<file path="config.mk">
export PLATFORM = sky130hd
export DESIGN_NAME = touch_level_accumulate_normalize
export DESIGN_NICKNAME = d
export VERILOG_FILES = /design/src/sv/tlan_pkg.sv /design/src/sv/touch_level_accumulate_normalize.sv
export VERILOG_INCLUDE_DIRS = /design/src /design/src/sv
export SDC_FILE = /design/constraint.sdc
export NUM_CORES = 1
export LEC_CHECK = 0
export BUFFER_PORTS_ARGS = -buffer_cell sky130_fd_sc_hd__buf_2
export CORE_ASPECT_RATIO = 0.7
export CORE_MARGIN = 5
export CORE_UTILIZATION = 50
export CTS_CLUSTER_DIAMETER = 150
export DETAILED_ROUTE_END_ITERATION = 8
export GPL_TIMING_DRIVEN = 0
export PLACE_DENSITY = 0.74
export REMOVE_ABC_BUFFERS = 1
export SETUP_SLACK_MARGIN = 0.3
export SYNTH_ARGS = -nofsm -noshare
export SYNTH_HDL_FRONTEND = slang
export SYNTH_SLANG_ARGS = --single-unit
</file>
<file path="constraint.sdc">
create_clock -name clock -period 15.2 [get_ports clock]
set_input_delay 0.76 -clock clock [delete_from_list [all_inputs] [get_ports clock]]
set_output_delay 0.76 -clock clock [all_outputs]
set_load 0.01 [all_outputs]
</file>
<file path="src/sv/touch_level_accumulate_normalize_macros.svh">
// Assertion macros for the touch level block.
// Included by the RTL files that carry concurrent checks; needs no package.
`ifndef TOUCH_LEVEL_ACCUMULATE_NORMALIZE_MACROS_SVH
`define TOUCH_LEVEL_ACCUMULATE_NORMALIZE_MACROS_SVH
`ifndef NO_ASSERTIONS
// Same-cycle implication, disabled during reset
`define TLAN_ASSERT_IMP(label, clk, rst, ante, cons) \
   label: assert property (@(posedge clk) disable iff (rst) (ante) |-> (cons)) \
      else $error("touch level check failed");
// Next-cycle implication, disabled during reset
`define TLAN_ASSERT_NEXT(label, clk, rst, ante, cons) \
   label: assert property (@(posedge clk) disable iff (rst) (ante) |=> (cons)) \
      else $error("touch level check failed");
`else
`define TLAN_ASSERT_IMP(label, clk, rst, ante, cons)
`define TLAN_ASSERT_NEXT(label, clk, rst, ante, cons)
`endif
`endif

</file>
<file path="src/sv/tlan_pkg.sv">
// Package for the touch level block: field widths, register indexes, defaults.
// Depends on nothing; imported by the design, the checker and the testbench top.
package tlan_pkg;

   localparam int DEF_SAMPLE_BITS = 10;
   localparam int SUM_W           = 18;
   localparam int CNT_W           = 8;
   localparam int THR_W           = 16;
   localparam int NORM_W          = 8;
   // level * 255 needs level width plus eight bits
   localparam int NUM_W           = SUM_W + NORM_W;
   localparam int QBIT_W          = 3;
   localparam int RSP_DATA_W      = ((SUM_W + NORM_W + 7) / 8) * 8;
   localparam int CSR_INDEX_W     = 2;
   localparam int CSR_DATA_W      = SUM_W;

   typedef enum logic [CSR_INDEX_W-1:0] {
      CSR_GROUP_SIZE      = 2'd0,
      CSR_TOUCH_THRESHOLD = 2'd1,
      CSR_PEAK_START      = 2'd2,
      CSR_UNUSED          = 2'd3
   } csr_index_type;

endpackage

</file>
<file path="src/sv/touch_level_accumulate_normalize.sv">
// Touch level: one request per cycle while accumulating; a request that closes a
// group keeps the block busy (accumulate, threshold, scale, 8 divide steps,
// output load), and the divide runs on the shared 26-bit subtractor.
// Results go to an output register, so a new request is taken while it waits.
// Reset (synchronous, active high): group size 1, threshold 0, peak 1, empty sum.
// Depends on tlan_pkg and touch_level_accumulate_normalize_macros.svh.
`include "touch_level_accumulate_normalize_macros.svh"

module touch_level_accumulate_normalize
   import tlan_pkg::*;
#(
   parameter int SAMPLE_BITS = DEF_SAMPLE_BITS,
   localparam int REQ_DATA_W = ((SAMPLE_BITS + 7) / 8) * 8
) (
   input  logic                   clock,
   input  logic                   reset,
   input  logic                   req_tvalid,
   output logic                   req_tready,
   input  logic [REQ_DATA_W-1:0]  req_tdata,   // [SAMPLE_BITS-1:0] adc_sample
   output logic                   rsp_tvalid,
   input  logic                   rsp_tready,
   output logic [RSP_DATA_W-1:0]  rsp_tdata,   // [17:0] level, [25:18] normalized
   input  logic                   csr_valid,
   output logic                   csr_ready,
   input  logic [CSR_INDEX_W-1:0] csr_index,
   input  logic [CSR_DATA_W-1:0]  csr_data
);

   typedef enum logic [2:0] {
      S_IDLE,
      S_LEVEL,
      S_SCALE,
      S_DIV,
      S_DONE
   } state_type;

   localparam int CNT_X_W = CNT_W + 1;

   state_type           state_ff,       state_in;
   logic [CNT_W-1:0]    group_size_ff,  group_size_in;
   logic [THR_W-1:0]    threshold_ff,   threshold_in;
   logic [SUM_W-1:0]    peak_ff,        peak_in;
   logic [SUM_W-1:0]    sum_ff,         sum_in;
   logic [CNT_W-1:0]    count_ff,       count_in;
   logic [SUM_W-1:0]    level_ff,       level_in;
   logic [NUM_W-1:0]    rem_ff,         rem_in;
   logic [NUM_W-1:0]    div_ff,         div_in;
   logic [NORM_W-1:0]   quot_ff,        quot_in;
   logic [QBIT_W-1:0]   qbit_ff,        qbit_in;
   logic                rsp_valid_ff,   rsp_valid_in;
   logic [SUM_W-1:0]    rsp_level_ff,   rsp_level_in;
   logic [NORM_W-1:0]   rsp_norm_ff,    rsp_norm_in;

   logic [SAMPLE_BITS-1:0] sample;
   logic [SUM_W:0]         sum_wide;
   logic [SUM_W-1:0]       sum_sat;
   logic [CNT_X_W-1:0]     count_next;
   logic [CNT_X_W-1:0]     eff_size;
   logic                   group_end;
   logic                   req_fire;
   logic                   rsp_free;

   // Shared subtract unit
   logic [NUM_W-1:0]       alu_a, alu_b;
   logic [NUM_W:0]         alu_diff;
   logic                   alu_borrow;

   assign sample     = req_tdata[SAMPLE_BITS-1:0];
   assign sum_wide   = {1'b0, sum_ff} + (SUM_W+1)'(sample);
   assign sum_sat    = sum_wide[SUM_W] ? {SUM_W{1'b1}} : sum_wide[SUM_W-1:0];
   assign count_next = {1'b0, count_ff} + CNT_X_W'(1);
   assign eff_size   = (group_size_ff == '0) ? CNT_X_W'(1 << CNT_W)
                                             : {1'b0, group_size_ff};
   assign group_end  = !(count_next < eff_size);
   assign req_tready = (state_ff == S_IDLE);
   assign req_fire   = req_tvalid && req_tready;
   assign rsp_free   = !rsp_valid_ff || rsp_tready;
   assign csr_ready  = 1'b1;

   always_comb begin
      unique case (state_ff)
         S_LEVEL: begin
            alu_a = NUM_W'(sum_ff);
            alu_b = NUM_W'(threshold_ff);
         end
         S_SCALE: begin
            alu_a = {level_ff, {NORM_W{1'b0}}};
            alu_b = NUM_W'(level_ff);
         end
         S_DIV: begin
            alu_a = rem_ff;
            alu_b = div_ff;
         end
         default: begin
            alu_a = '0;
            alu_b = '0;
         end
      endcase
   end

   assign alu_diff   = {1'b0, alu_a} - {1'b0, alu_b};
   assign alu_borrow = alu_diff[NUM_W];

   always_comb begin
      state_in      = state_ff;
      group_size_in = group_size_ff;
      threshold_in  = threshold_ff;
      peak_in       = peak_ff;
      sum_in        = sum_ff;
      count_in      = count_ff;
      level_in      = level_ff;
      rem_in        = rem_ff;
      div_in        = div_ff;
      quot_in       = quot_ff;
      qbit_in       = qbit_ff;
      rsp_valid_in  = rsp_valid_ff;
      rsp_level_in  = rsp_level_ff;
      rsp_norm_in   = rsp_norm_ff;

      if (rsp_valid_ff && rsp_tready) begin
         rsp_valid_in = 1'b0;
      end

      unique case (state_ff)
         S_IDLE: begin
            if (req_fire) begin
               sum_in = sum_sat;
               if (group_end) begin
                  count_in = '0;
                  state_in = S_LEVEL;
               end else begin
                  count_in = count_next[CNT_W-1:0];
               end
            end
         end
         S_LEVEL: begin
            // clamp at zero, then raise the peak
            level_in = alu_borrow ? '0 : alu_diff[SUM_W-1:0];
            if (!alu_borrow && (alu_diff[SUM_W-1:0] > peak_ff)) begin
               peak_in = alu_diff[SUM_W-1:0];
            end
            sum_in   = '0;
            state_in = S_SCALE;
         end
         S_SCALE: begin
            rem_in   = alu_diff[NUM_W-1:0];
            div_in   = NUM_W'({peak_ff, {(NORM_W-1){1'b0}}});
            quot_in  = '0;
            qbit_in  = QBIT_W'(NORM_W - 1);
            state_in = S_DIV;
         end
         S_DIV: begin
            // one quotient bit a cycle, divisor walks down from peak << 7
            if (!alu_borrow) begin
               rem_in = alu_diff[NUM_W-1:0];
            end
            quot_in = {quot_ff[NORM_W-2:0], !alu_borrow};
            div_in  = div_ff >> 1;
            qbit_in = qbit_ff - QBIT_W'(1);
            if (qbit_ff == '0) begin
               state_in = S_DONE;
            end
         end
         S_DONE: begin
            if (rsp_free) begin
               rsp_valid_in = 1'b1;
               rsp_level_in = level_ff;
               rsp_norm_in  = quot_ff;
               state_in     = S_IDLE;
            end
         end
         default: begin
            state_in = S_IDLE;
         end
      endcase

      if (csr_valid && csr_ready) begin
         unique case (csr_index_type'(csr_index))
            CSR_GROUP_SIZE:      group_size_in = csr_data[CNT_W-1:0];
            CSR_TOUCH_THRESHOLD: threshold_in  = csr_data[THR_W-1:0];
            CSR_PEAK_START: begin
               peak_in = (csr_data == '0) ? SUM_W'(1) : csr_data;
            end
            default: ;
         endcase
      end
   end

   always_ff @(posedge clock) begin
      if (reset) begin
         state_ff      <= S_IDLE;
         group_size_ff <= CNT_W'(1);
         threshold_ff  <= '0;
         peak_ff       <= SUM_W'(1);
         sum_ff        <= '0;
         count_ff      <= '0;
         rsp_valid_ff  <= 1'b0;
      end else begin
         state_ff      <= state_in;
         group_size_ff <= group_size_in;
         threshold_ff  <= threshold_in;
         peak_ff       <= peak_in;
         sum_ff        <= sum_in;
         count_ff      <= count_in;
         rsp_valid_ff  <= rsp_valid_in;
      end
      level_ff     <= level_in;
      rem_ff       <= rem_in;
      div_ff       <= div_in;
      quot_ff      <= quot_in;
      qbit_ff      <= qbit_in;
      rsp_level_ff <= rsp_level_in;
      rsp_norm_ff  <= rsp_norm_in;
   end

   assign rsp_tvalid = rsp_valid_ff;
   assign rsp_tdata  = RSP_DATA_W'({rsp_norm_ff, rsp_level_ff});

   `TLAN_ASSERT_IMP(a_peak_nonzero, clock, reset, 1'b1, peak_ff != '0)
   `TLAN_ASSERT_IMP(a_level_below_peak, clock, reset, state_ff == S_DONE, level_ff <= peak_ff)
   `TLAN_ASSERT_NEXT(a_div_done, clock, reset, state_ff == S_DIV && qbit_ff == '0, state_ff == S_DONE)
   `TLAN_ASSERT_IMP(a_rsp_from_done, clock, reset, $rose(rsp_valid_ff), $past(state_ff == S_DONE))

endmodule

</file>
# Word level (Yosys, flattened, before mapping)
# Cells that the tools add are included.
[op_classes]
reduce_logical = 20
n_bitwise = 0
n_mul = 0
n_div = 0
n_shift = 0
n_lt_le_gt_ge = 2
n_eq_ne = 11
addsub = 4
muxes = 25
[op_table]
columns = ["cell", "n"]
rows = [
  ["26-bit one-hot mux with 3 select lines", 2],
  ["18-bit 2-to-1 mux", 7],
  ["26-bit one-hot mux with 2 select lines", 2],
  ["18-bit one-hot mux with 2 select lines", 1],
  ["26-bit by 26-bit subtractor with 27-bit output", 1],
  ["26-bit 2-to-1 mux", 1],
  ["18-bit by 10-bit adder with 19-bit output", 1],
  ["18-bit greater-than comparator", 1],
  ["18-bit zero test", 1],
  ["8-bit one-hot mux with 2 select lines", 1],
  ["3-bit one-hot mux with 5 select lines", 1],
  ["3-bit 2-to-1 mux", 4],
  ["2-bit AND reduction", 6],
  ["8-bit by 1-bit adder with 9-bit output, second input constant", 1],
  ["9-bit < comparator", 1],
  ["9-bit 2-to-1 mux", 1],
  ["8-bit zero test", 1],
  ["8-bit 2-to-1 mux", 1],
  ["2-bit != test, second input constant", 4],
  ["3-bit by 2-bit == test with 1-bit output, second input constant", 2],
  ["3-bit zero test", 2],
  ["3-bit one-hot mux with 2 select lines", 1],
  ["4-bit AND reduction", 1],
  ["2-bit nonzero test", 2],
  ["11 further kinds", 16],
]
[totals]
input_bits = 41
ram_bits = 0
register_bits = 179
latchBits = 0
rom_bits = 0
n_memories = 0
output_inout_bits = 35

# Depth between registers and ports, before layout
[depth]
ltp_word = 9
ltp_mapped = 29
mapped_depth_nobuf = 23

# Worst setup path after synthesis
# Ideal clock, no wire load.
[synth_timing]
path_kind = "input to register"
start = "in req_tvalid"
end = "reg rem_ff[0] (enable)"
required_time_ns = 14.782
setup_ns = 0.418
slack_ns = 9.374
cell_stages = 16
arrival_time_ns = 5.408
path_cell_list = "and2_1 > clkbuf_1 > nor2_1 > clkbuf_1 > a22oi_1 > ha_1 > fa_1 > nor2b_1 > o21ai_1 > a21o_1 > a31oi_4 > o2111a_1 > o31ai_1 > and2_1 > clkbuf_1 > a21oi_1"
[synth_lines]
columns = ["element", "line_no", "source"]
rows = [
  ["from (decl)", "touch_level_accumulate_normalize.sv:17", "input logic req_tvalid,"],
  ["to (signal assigned)", "touch_level_accumulate_normalize.sv:208", "rem_ff <= rem_in;"],
  ["to (decl)", "touch_level_accumulate_normalize.sv:46", "logic [NUM_W-1:0] rem_ff, rem_in;"],
]

# Final worst setup path
[layout_timing]
start = "reg state_ff[1]"
end = "reg peak_ff[10]"
[layout_via]
elab_chain_cells = 9
[layout_lines]
columns = ["element", "line_no", "source"]
rows = [
  ["from (decl)", "touch_level_accumulate_normalize.sv:39", "state_type state_ff, state_in;"],
  ["from (signal assigned)", "touch_level_accumulate_normalize.sv:199", "state_ff <= state_in;"],
  ["3-bit by 2-bit == test with 1-bit output or 3-bit by 1-bit == test with 1-bit output (tied branches)", "touch_level_accumulate_normalize.sv:81", "unique case (state_ff)"],
  ["26-bit one-hot mux with 3 select lines", "touch_level_accumulate_normalize.sv:81", ""],
  ["26-bit by 26-bit subtractor with 27-bit output (*)", "touch_level_accumulate_normalize.sv:101", "assign alu_diff = {1'b0, alu_a} - {1'b0, alu_b};"],
  ["via alu_diff[12]", "touch_level_accumulate_normalize.sv:65", "logic [NUM_W:0] alu_diff;"],
  ["18-bit greater-than comparator (*)", "touch_level_accumulate_normalize.sv:139", "if (!alu_borrow && (alu_diff[SUM_W-1:0] > peak_ff)) begin"],
  ["1-bit logical AND (*)", "touch_level_accumulate_normalize.sv:139", ""],
  ["18-bit 2-to-1 mux (*)", "touch_level_accumulate_normalize.sv:139", ""],
  ["18-bit 2-to-1 mux (*)", "touch_level_accumulate_normalize.sv:124", "unique case (state_ff)"],
  ["18-bit 2-to-1 mux", "touch_level_accumulate_normalize.sv:178", "unique case (csr_index_type'(csr_index))"],
  ["18-bit 2-to-1 mux (*)", "touch_level_accumulate_normalize.sv:177", "if (csr_valid && csr_ready) begin"],
  ["to (signal assigned)", "touch_level_accumulate_normalize.sv:202", "peak_ff <= peak_in;"],
  ["to (decl)", "touch_level_accumulate_normalize.sv:42", "logic [SUM_W-1:0] peak_ff, peak_in;"],
]
# Mark *: on every way through the listed nets, which the timed path passes. The rest lies on a longest branch.
# A chain may end at the register's enable or synchronous reset.

==> results.md <==
* Cell count after synthesis at 1028
* Pins over their slew limit at 0
* Critical Path, Cell by Cell: nand2b_1 -> inv_2 -> and2_2 -> a22oi_1 -> ha_1 -> fa_1 -> nor2b_1 -> o21ai_1 -> a21o_1 -> a31oi_4 -> o21ai_0 -> a21oi_1 -> xor2_1 -> ha_1 -> nand4_1 -> nor4_1 -> o21ai_0 -> nand2_1 -> a211o_1 -> nand3_1 -> a21oi_2 -> buf_8 -> mux2i_1 -> o21ai_0
* CTS tree: built
* Congestion Overflow GR at 0
* Chip height at between 100 and 150 µm
* Via density at 5.77
* Yosys reg bits at roughly 180
* Die width at ~180 µm
* Net Sw Frac at 0.403
* Period minus WS final at 7.91 ns
* Final Hold Fails at 0
* Required @ worst endpoint at 15.49 ns
* PwrDens at 196 nW/µm²
* Via count at 7781
* Xor and xnor fraction of the mapped netlist area at 0.0256
* Pleak at 4.26 nW
* CP max stage delay at slightly below 0.9 ns
* Final Instance Area at ~11000 µm²
* HPWL Detailed at 17.8 mm
* Hold-fix buffers, CTS at 0
* Synthesized area at 9930 µm²
* Internal at 1.29 mW
* Resize count post-CTS at 0
* Peak Freq at roughly 0.13 GHz
* Share of cells above drive strength 1 at 0.142
* Clock share of power at 0.197
* Worst-Margin Slew at 1.28 ns
* Initial antenna violation count at 0
* Total setup buffers inserted after CTS at 0
* Num CTS Buffers at 17
* Top-area cell type share of the netlist area at 0.321
* Largest family of logic cells by synthesized area: simple AND/OR/NAND/NOR gates
* Storage element area at 4630 µm²
* Placed cell count at 1317
* DP Worst Slack at 7.55 ns
* Clock latency on the worst-skew pair at 0.44 ns
* First-pass GRT wire length at between 30 and 40 mm
* Final GP Congestion at 0.947
* Post-Route WL at approximately 25 mm
* Mux cell area share after synthesis at 0.0591
* Drt initial violations at 730
* CP Capture Type: flip-flop
* Cell class contributing the biggest share of worst-path delay: compound AO/OA/AOI/OAI gates
* Comb power frac at 0.464
* Fillcell total at 1745
* Primary FF master, synth: edfxtp_1
* Share of power burned in registers at 0.339
* Final setup TNS at 0 ns
* Number of global-route vias before repair at between 7000 and 8000
* Slowest-stage cell, CP: dfxtp_2
* Placed Instance Area at 10500 µm²
* Total GRT Usage at 0.219
* Die area at 22800 µm²
* Slew Limit Headroom at 0.140
* Crit start category: flip-flop
* Worst path arrival time at 8.21 ns
* Post-Layout Cell Count at approximately 1300
* PnR worst setup slack at roughly 7.3 ns
* Area growth, synth to finish at 11.0%
* Drc violations at 0
* Post-synth EDFFs at 106
* Sw power at 0.872 mW
* Synth area leaders: edfxtp_1 32%, dfxtp_1 15%, ha_1 8.1%
* Root Buffer: clkbuf_16
* Top-Level Pins at 76
* Num rows at 43
* Fin crit share at 0.521
* H-tree depth at 4
* Total core area at 19700 µm²
* Synth Area in Adders at 0.0847
* Final Setup Violations at 0
* RSZ-0062 raised after global routing: false
* Clk pin slew, worst setup/hold paths at 0.07 ns
* Compound-cell area share of the yosys netlist at 0.159
* Ant. Diodes at 0
* Fraction of registers with async set/reset at 0
* Outcome: complete, no violations
* Reg-to-reg slack, setup at 7.29 ns
* Largest net degree at the start of global routing at 54
* Crit-path most repeated cell: o21ai_0
* Maxcap violations at 0
* Routed len/inst at 18.2 µm
* Avg Cell Area, Syn at 9.66 µm²
* IO Port Bufs at 62
* # nets final at roughly 1200
* Post-synthesis simple-gate area fraction at 0.162
* Synth unique cells at 64
* Min-Delay Path Class: flip-flop to flip-flop
* Clk buf depth at 2
* Syn. warnings at 0
* Post-synthesis sequential area ratio at 0.466
* Number of routed nets with antenna violations at 0
* Clock Skew at approximately 0.012 ns
* Setup Crit Path Kind: flip-flop to flip-flop
* Drt pass-1 iters at 5
* Multi-input logic area at 4930 µm²
* CP Max Fanout at 45
* Max VDD drop at 0.000106 V
* Top cell type by total area after synthesis: edfxtp_1
* WP buf/inv at 2
* Clock sink count at 178
* Synth cell count leaders: 145 x nand2_1, 106 x edfxtp_1, 92 x a21oi_1, 72 x dfxtp_1, 69 x o21ai_0
* Final core occ at 0.560
* Starting density of the core at 0.504
* Most frequent cell after synthesis: nand2_1
-- logic make-up after synthesis --
family | Yosys count
adders and majority gates | 66
DFF | 178
AOI/OAI and AO/OA | 253
muxes | 55
and+or+nand+nor | 343
other | 2
buffers and inverters | 102
xor gates and xnor gates | 29
-- area by class of cell --
class,count,area share
clock inverter,15,0.0119
timing repair buffer,67,0.0350
multi-input combinational,753,0.447
tap,270,0.0307
clock buffer,17,0.0386
sequential,178,0.420
inverter,49,0.0167
-- per-stage QoR --
stage	total power [mW]	hold slack, ns
CTS	2.15	0.427
floorplan	1.42	0.400
finish	2.16	0.423
global placement	1.67	0.405
global route	2.30	0.461
detailed placement	1.72	0.411
-- flip-flops by register name (all words and copies together), names as in the netlist, 16 cells and up --
name and count:
rsp_level_ff 18, level_ff 18, sum_ff 18, div_ff 25, rem_ff 26, threshold_ff 16
peak_ff 18
-- worst paths after layout --
| check | startpoint | depth (start not counted) | end |
|---|---|---|---|
| setup / recovery | state_ff[1] | 24 | peak_ff[10] |
| hold / removal | quot_ff[7] | 0 | rsp_norm_ff[7] |
| setup reg to reg | state_ff[1] | 24 | peak_ff[10] |
| hold reg to reg | quot_ff[7] | 0 | rsp_norm_ff[7] |
-- power by group through the flow --
stage / logic [mW] / clock network (mW) / registers, mW
2_1_floorplan: 0.703 / 0 / 0.718
3_3_place_gp: 0.927 / 0 / 0.746
3_5_place_dp: 0.976 / 0 / 0.742
4_1_cts: 0.986 / 0.430 / 0.732
5_1_grt: 1.11 / 0.451 / 0.743
6_report: 1.00 / 0.426 / 0.733
-- routing by layer --
layer | global-route usage | vias up | share of wire
met4 | 0.0433 | 0 | 0.0079
met2 | 0.304 | 326 | 0.41
met5 | 0 | - | 0
met1 | 0.347 | 3684 | 0.49
li1 | - | 3748 | -
met3 | 0.0504 | 23 | 0.092
-- layout by cell type, fill, tap and decap left out, drive strengths merged, types with 17 or more instances in the layout --
| cell | netlist | layout |
|---|---|---|
| a21o | 27 | 27 |
| a21oi | 93 | 93 |
| and3 | 23 | 23 |
| buf | 12 | 67 |
| clkbuf | 41 | 17 |
| dfxtp | 72 | 72 |
| edfxtp | 106 | 106 |
| ha | 64 | 64 |
| inv | 49 | 54 |
| mux2 | 29 | 29 |
| mux2i | 26 | 26 |
| nand2 | 145 | 145 |
| nor2 | 62 | 62 |
| nor2b | 30 | 30 |
| nor3 | 19 | 19 |
| o21ai | 72 | 72 |
-- worst register-to-register path: stages, from the launching register on --
cell and delay [ns]:
dfxtp_2 0.89, nand2b_1 0.48, inv_2 0.45, and2_2 0.76
a22oi_1 0.25, ha_1 0.29, fa_1 0.43, nor2b_1 0.13
o21ai_1 0.08, a21o_1 0.22, a31oi_4 0.22, o21ai_0 0.15
a21oi_1 0.18, xor2_1 0.56, ha_1 0.24, nand4_1 0.13
nor4_1 0.46, o21ai_0 0.22, nand2_1 0.12, a211o_1 0.13
nand3_1 0.11, a21oi_2 0.69, buf_8 0.26, mux2i_1 0.25
o21ai_0 0.09
Power figures use the tool's default switching activity.
